`config.mk`:
```
export PLATFORM = sky130hd
export DESIGN_NAME = srg_cell
export DESIGN_NICKNAME = d
export VERILOG_FILES = /design/src/rtl/srg_pkg.sv /design/src/rtl/srg_cell.sv
export SDC_FILE = /design/constraint.sdc
export NUM_CORES = 1
export LEC_CHECK = 0
export BUFFER_PORTS_ARGS = -buffer_cell sky130_fd_sc_hd__buf_2
export CORE_ASPECT_RATIO = 1.75
export CORE_MARGIN = 2
export CORE_UTILIZATION = 46
export CTS_CLUSTER_DIAMETER = 150
export DETAILED_ROUTE_END_ITERATION = 10
export PLACE_DENSITY = 0.82
export SETUP_SLACK_MARGIN = 0.2
export SLEW_MARGIN = 30
export SYNTH_ARGS = -nofsm -noshare
export SYNTH_HDL_FRONTEND = slang
export SYNTH_SLANG_ARGS = --single-unit
```
`constraint.sdc`:
```
create_clock -name clock -period 7.5 [get_ports clock]
set_input_delay 1.5 -clock clock [delete_from_list [all_inputs] [get_ports clock]]
set_output_delay 1.5 -clock clock [all_outputs]
set_load 0.1 [all_outputs]
```
`src/rtl/srg_pkg.sv`:
```
package srg_pkg;

   localparam int CHUNK_MAX_DEFAULT = 64;
   localparam int CHUNK_LEN_W       = 7;
   localparam logic [CHUNK_LEN_W-1:0] CHUNK_LEN_RESET = 7'd64;

   typedef struct packed {
      logic [63:0] value;
      logic        end_of_data;
   } req_type;

   typedef struct packed {
      logic [63:0] sorted_value;
      logic        run_select;
      logic        chunk_last;
   } rsp_type;

   // contents of one sorting cell; an empty cell ranks above every word
   typedef struct packed {
      logic        valid;
      logic [63:0] value;
   } cell_state_type;

   // broadcast from the controller to every cell
   typedef struct packed {
      logic        insert;
      logic        shift;
      logic [63:0] word;
   } cell_ctrl_type;

endpackage

```
`src/rtl/srg_cell.sv`:
```
module srg_cell (
   input  logic                   clock,
   input  logic                   reset,
   input  srg_pkg::cell_ctrl_type ctrl,
   input  srg_pkg::cell_state_type left_st,
   input  logic                   left_lt,
   input  srg_pkg::cell_state_type right_st,
   output srg_pkg::cell_state_type st,
   output logic                   lt
);
   import srg_pkg::*;

   cell_state_type st_ff, st_in;

   // new word sorts ahead of this cell's contents
   assign lt = !st_ff.valid || (ctrl.word < st_ff.value);
   assign st = st_ff;

   always_comb begin
      st_in = st_ff;
      if (ctrl.shift) begin
         st_in = right_st;
      end else if (ctrl.insert) begin
         if (left_lt) begin
            st_in = left_st;
         end else if (lt) begin
            st_in.valid = 1'b1;
            st_in.value = ctrl.word;
         end
      end
   end

   always_ff @(posedge clock) begin
      if (reset) begin
         st_ff.valid <= 1'b0;
      end else begin
         st_ff.valid <= st_in.valid;
      end
      st_ff.value <= st_in.value;
   end

endmodule

```
==> flow_metrics.py, run 1 <==
metrics = {
    "cells_and_area": {
        "largest_register_ffs": 65,
        "nets": 1027,
        "final_cell_mix": "buf_2 (262), nand2_1 (80), o21ai_0 (70)",
        "area_growth_pct": 34.6,
        "stdcell_count": 895,
        "final_common_cell": "buf_2",
        "drive_above_1_share_pct": 36.5,
    },
    "worst_setup_path": {
        "end_kind": "output pin",
        "worstPathMaxFanout": 4,
        "critPathMaxStageDelay_ps": 620,
        "critPathLaunchType": "primary input",
        "cp.required_ps": 6000,
        "cp_cell_sequence": "buf_2 > ha_1 > nand4_2 > nor4_2 > nand4_1 > o31ai_1 > nand2_1 > buf_2",
        "cpMaxStageDelayCell": "o31ai_1",
        "crit_path_frequent_cell": "buf_2",
        "cp_data_arrival_time_ps": 3770,
        "critical_path_class": "primary input to output pin",
    },
    "placed_design": {
        "place_ws_ps": 2150,
        "io_buffers": 264,
        "dpl.hpwl_microns": 11600,
        "dpl.cell_count": 881,
        "place_congestion": 0.859,
    },
    "die": {
        "rows": 49,
        "chipWidth_microns": 81.9,
        "die-area_sq_um": 11500,
        "initial_core_util_pct": 47.4,
        "ios": 265,
        "design.core.area_sq_um": 10300,
        "fp.dieH_microns": 140,
    },
    "power_and_ir_drop": {
        "power_density_nw_per_um2": 209,
        "power.internal_uw": 803,
        "peakVddDrop_v": 0.000126,
        "pwr-share-clk_pct": 25.7,
        "seq_power_share_pct": 33.7,
        "p_sw_share_pct": 41.7,
        "p_switching_uw": 574,
        "p_comb_share_pct": 40.6,
        "leakagePower_uw": 0.00346,
    },
    "worst_hold_path": {
        "hold_path.class": "flip-flop to flip-flop",
    },
    "timing": {
        "setup_ws_ps": 2230,
        "finalCritPeriodShare_pct": 70.2,
        "finalHoldViolCount": 0,
        "max-slew-margin-rel_pct": 46.0,
        "clock_skew_ps": 9.10,
        "worst_slew_pin_slew_ps": 810,
        "setup_violations": 0,
        "min_period_ps": 5270,
        "setup-tns-final_ps": 0,
        "grt_setup_unrepaired": "no",
        "drv_slew": 0,
        "fmax_mhz": 190,
    },
    "global_route": {
        "antenna_found_initial": 0,
        "grt_pass1_vias": 4772,
        "grt_pass1_wl_microns": 21200,
        "track_usage_pct": 24.1,
        "grt.overflow.total": 0,
        "grt_start_max_net_pins": 133,
    },
    "yosys": {
        "syn_area_per_cell_sq_um": 9.58,
        "syn_inst": 510,
        "synth_cell_type_count": 35,
        "ys_ff_latch": 65,
        "synth_nets": 772,
        "seq_area_frac_synth_pct": 39.8,
        "syn_area_sq_um": 4880,
        "yosysWarnings": 0,
    },
    "clock_tree": {
        "cts_resized": 0,
        "cts_sinks": 65,
        "numCtsBuffers": 9,
        "hold_buffers": 0,
        "clk_latency_ps": 320,
        "cts_tree": "done",
        "postCtsSetupRepairBufs": 0,
        "cts-root-buf": "clkbuf_16",
        "cts.clk_slew.worst_paths_ps": 50,
        "clock_tree.buffer_depth": 2,
        "cts_htree_levels": 3,
    },
    "routing": {
        "finalWirelength_microns": 14300,
        "drt_iter0_markers": 251,
        "drt-vias-per-instance": 5.27,
        "drc_errors": 0,
        "via_count": 4719,
        "routedWlPerCell_microns": 16.0,
        "first_pass_iters": 5,
        "antenna_left": 0,
    },
    "outcome": {
        "status": "finished, final reports clean",
    },
    "run": {
        "max-cap-violations": 0,
    },
}
## metrics by stage
step	hold slack [ps]	utilization (%)	instance area, sq um	power (uW)
after floorplan	1160	-	4880	889
after global placement	694	61.1	6300	1010
after detailed placement	714	61.4	6320	1030
after CTS	727	63.7	6570	1390
after global routing	790	63.8	6570	1440
final	732	63.8	6580	1380
## worst max-delay path, delay by kind of cell
| family | cells | cell delay [ps] |
|---|---|---|
| AOI/OAI and AO/OA | 1 | 620 |
| adders and majority gates | 1 | 320 |
| buffers and inverters | 2 | 430 |
| and+or+nand+nor | 4 | 900 |
## worst paths after layout
check | cells after the start | end | slack, ps | start
worst max register to register | 10 | st[39]$_DFFE_PP_ | 4240 | st[55]$_DFFE_PP_
worst min-delay path | 4 | st[64]$_SDFFE_PP0P_ | 730 | st[64]$_SDFFE_PP0P_
worst max-delay path | 8 | lt | 2230 | ctrl[63]
worst min register to register | 4 | st[64]$_SDFFE_PP0P_ | 730 | st[64]$_SDFFE_PP0P_
## power by group through the flow
stage | combinational (uW) | sequential [uW] | clock, uW
finish | 558 | 464 | 354
global placement | 543 | 469 | 0
global route | 594 | 468 | 378
floorplan | 156 | 733 | 0
CTS | 561 | 464 | 360
detailed placement | 559 | 471 | 0
## kinds of logic after synthesis
| group | share of synthesized area (%) |
|---|---|
| AOI/OAI and AO/OA | 13.2 |
| adders and majority gates | 16.1 |
| buffers and inverters | 6.94 |
| DFF | 39.8 |
| and+or+nand+nor | 10.9 |
| muxes | 13.1 |
## per-layer routing
| metal | GRT usage, % | routed length, microns | vias up |
|---|---|---|---|
| li1 | - | - | 2339 |
| met3 | 4.70 | 953 | 29 |
| met5 | 0 | 0 | - |
| met2 | 47.4 | 8040 | 208 |
| met4 | 9.47 | 396 | 0 |
| met1 | 23.0 | 4950 | 2143 |
## Yosys cell counts
| cell | instances | area (sq um) |
|---|---|---|
| buf_1 | 1 | 3.75 |
| a2111oi_0 | 1 | 8.76 |
| nand4_4 | 1 | 21.3 |
| nor3_1 | 2 | 10.0 |
| nand4_2 | 1 | 12.5 |
| nor3b_1 | 1 | 7.51 |
| nor2b_1 | 1 | 6.26 |
| edfxtp_1 | 64 | 1920 |
| o2bb2ai_1 | 1 | 8.76 |
| o22ai_1 | 1 | 6.26 |
| inv_1 | 66 | 248 |
| and4_1 | 5 | 43.8 |
| nand4_1 | 6 | 37.5 |
| o21a_1 | 2 | 15.0 |
| o211ai_1 | 2 | 15.0 |
| o21ai_1 | 1 | 5.00 |
| nand2_1 | 80 | 300 |
| nand3_1 | 6 | 30.0 |
| a21oi_1 | 22 | 110 |
| buf_2 | 7 | 35.0 |
| clkbuf_1 | 14 | 52.6 |
| a21o_1 | 4 | 30.0 |
| mux2i_1 | 64 | 641 |
| o21ai_0 | 70 | 350 |
| ha_1 | 63 | 788 |
| nand2b_1 | 1 | 6.26 |
| a31oi_1 | 2 | 12.5 |
| o221ai_1 | 1 | 8.76 |
| nor2_1 | 8 | 30.0 |
| a211o_1 | 2 | 17.5 |
| nor4_2 | 2 | 25.0 |
| a221oi_1 | 3 | 26.3 |
| a211oi_1 | 3 | 22.5 |
| o31ai_1 | 1 | 7.51 |
| dfxtp_1 | 1 | 20.0 |
## area by class of cell
| class | instances | area (sq um) |
|---|---|---|
| antenna | 1 | 2.50 |
| tap | 127 | 159 |
| fill | 847 | 3720 |
| clock buffer | 10 | 229 |
| sequential | 65 | 1940 |
| multi-input combinational | 357 | 2620 |
| timing repair buffer | 266 | 1370 |
| clock inverter | 3 | 11.3 |
| inverter | 66 | 248 |
Power figures use the tool's default switching activity.
==> run 2: changes to the inputs <==
- CORE_UTILIZATION: 46 -> 41
- PLACE_DENSITY: 0.82 -> 0.77
- clock period: 7.5 -> 4.49 ns (I/O delays scaled with it)
==> flow_metrics.py, run 2 (synthesis gave the netlist of run 1 again) <==
metrics = {
    "placed_design": {
        "place_congestion": 0.798,
        "dpl.cell_count": 891,
        "io_buffers": 264,
        "dpl.hpwl_microns": 11100,
        "placed_cell_area_sq_um": 6340,
    },
    "routing": {
        "drt-vias-per-instance": 5.10,
        "drc_errors": 0,
        "routedWlPerCell_microns": 15.1,
        "finalWirelength_microns": 13700,
        "first_pass_iters": 4,
        "antenna_left": 0,
        "drt_iter0_markers": 84,
        "via_count": 4629,
    },
    "run": {
        "max-cap-violations": 0,
    },
    "worst_setup_path": {
        "cp.required_ps": 3590,
        "timing.rr.start": "st[60]$_DFFE_PP_",
        "crit_end": "lt",
        "end_kind": "output pin",
        "reg2reg_depth": 8,
        "worstPathMaxFanout": 4,
        "cp_data_arrival_time_ps": 3150,
        "critical_path_class": "primary input to output pin",
        "critPathLaunchType": "primary input",
        "startpoint": "ctrl[63]",
        "regToRegSetupSlack_ps": 1700,
        "worstReg2RegEnd": "st[19]$_DFFE_PP_",
    },
    "die": {
        "die-area_sq_um": 12800,
        "fp.dieH_microns": 148,
        "ios": 265,
        "initial_core_util_pct": 42.2,
        "chipWidth_microns": 86.5,
        "rows": 52,
        "design.core.area_sq_um": 11600,
    },
    "clock_tree": {
        "postCtsSetupRepairBufs": 0,
        "cts.clk_slew.worst_paths_ps": 50,
        "clock_tree.buffer_depth": 2,
        "hold_buffers": 0,
        "cts_tree": "done",
        "cts-root-buf": "clkbuf_16",
        "cts_sinks": 65,
        "cts_resized": 0,
        "numCtsBuffers": 9,
        "cts_htree_levels": 3,
        "clk_latency_ps": 320,
    },
    "timing": {
        "min_period_ps": 4040,
        "clock_skew_ps": 9.92,
        "finalHoldViolCount": 0,
        "drv_slew": 0,
        "worst_slew_pin_slew_ps": 664,
        "grt_setup_unrepaired": "no",
        "max-slew-margin-rel_pct": 55.8,
        "finalCritPeriodShare_pct": 90.1,
        "setup_violations": 0,
        "fmax_mhz": 247,
        "setup-tns-final_ps": 0,
    },
    "cells_and_area": {
        "fin_util_pct": 57.2,
        "largest_register_ffs": 65,
        "final_common_cell": "buf_2",
        "seq_area_sq_um": 1940,
        "diodes": 0,
        "stdcell_area_sq_um": 6620,
        "stdcell_count": 907,
        "n_fill_cell": 1078,
        "multi_input_area_sq_um": 2620,
        "nets": 1029,
        "final_cell_mix": "buf_2 (262), nand2_1 (80), o21ai_0 (70)",
        "drive_above_1_share_pct": 36.9,
        "area_growth_pct": 35.6,
    },
    "worst_hold_path": {
        "hold_path.class": "flip-flop to flip-flop",
    },
    "global_route": {
        "track_usage_pct": 20.5,
        "grt_pass1_wl_microns": 20500,
        "grt_pass1_vias": 4505,
        "grt.overflow.total": 0,
        "antenna_found_initial": 0,
        "grt_start_max_net_pins": 79,
    },
    "power_and_ir_drop": {
        "power_density_nw_per_um2": 357,
        "peakVddDrop_v": 0.000242,
        "leakagePower_uw": 0.00348,
        "power.total_uw": 2370,
    },
    "outcome": {
        "status": "finished, final reports clean",
    },
}
-- run 2: cell count changes in the layout (fill, tap and decap cells not counted), sizes merged --
cell	before	now
clkbuf	10	12
diode	1	0
buf	266	268
bufinv	0	1
-- run 2: worst min-delay path by stage --
stage                         from             endpoint  slack [ps]  cells past startpoint
3_5_place_dp   st[64]$_SDFFE_PP0P_  st[64]$_SDFFE_PP0P_         660                      4
5_1_grt                      reset  st[64]$_SDFFE_PP0P_         720                      2
6_report       st[64]$_SDFFE_PP0P_  st[64]$_SDFFE_PP0P_         680                      4
3_3_place_gp   st[64]$_SDFFE_PP0P_  st[64]$_SDFFE_PP0P_         690                      4
4_1_cts        st[64]$_SDFFE_PP0P_  st[64]$_SDFFE_PP0P_         680                      4
2_1_floorplan                reset  st[64]$_SDFFE_PP0P_         970                      1
-- run 2: power breakdown --
| part | internal, uW | total [uW] | switching, uW |
|---|---|---|---|
| Combinational | 235 | 923 | 688 |
| Sequential | 744 | 773 | 28.6 |
| Clock | 426 | 671 | 245 |
| Total | 1410 | 2370 | 961 |
-- run 2: metrics by stage --
step / hold slack, ps / setup slack (ps)
4_1_cts: 679 / 367
3_5_place_dp: 663 / 382
3_3_place_gp: 687 / 392
5_1_grt: 716 / 235
2_1_floorplan: 970 / 528
6_report: 678 / 446
-- run 2: critical path: stages --
cell and delay [ps]:
buf_2 110, ha_1 310, nand4_2 160, nor4_2 470, nand4_1 240, o31ai_1 540, nand2_1 100, buf_2 310
-- run 2: cell type report --
class	count	area share [%]
multi-input cells	357	39.5
clock buffers	12	3.57
flip-flops and latches	65	29.3
clock inverters	4	0.661
repair buffers	268	20.7
well taps	135	2.55
inverters	66	3.74
-- run 2: per-layer routing --
metal	vias up	track usage, %	wire [microns]
met1	2093	21.2	5010
met3	20	4.05	816
li1	2336	-	-
met2	180	39.9	7580
met5	-	0	0
met4	0	6.64	274
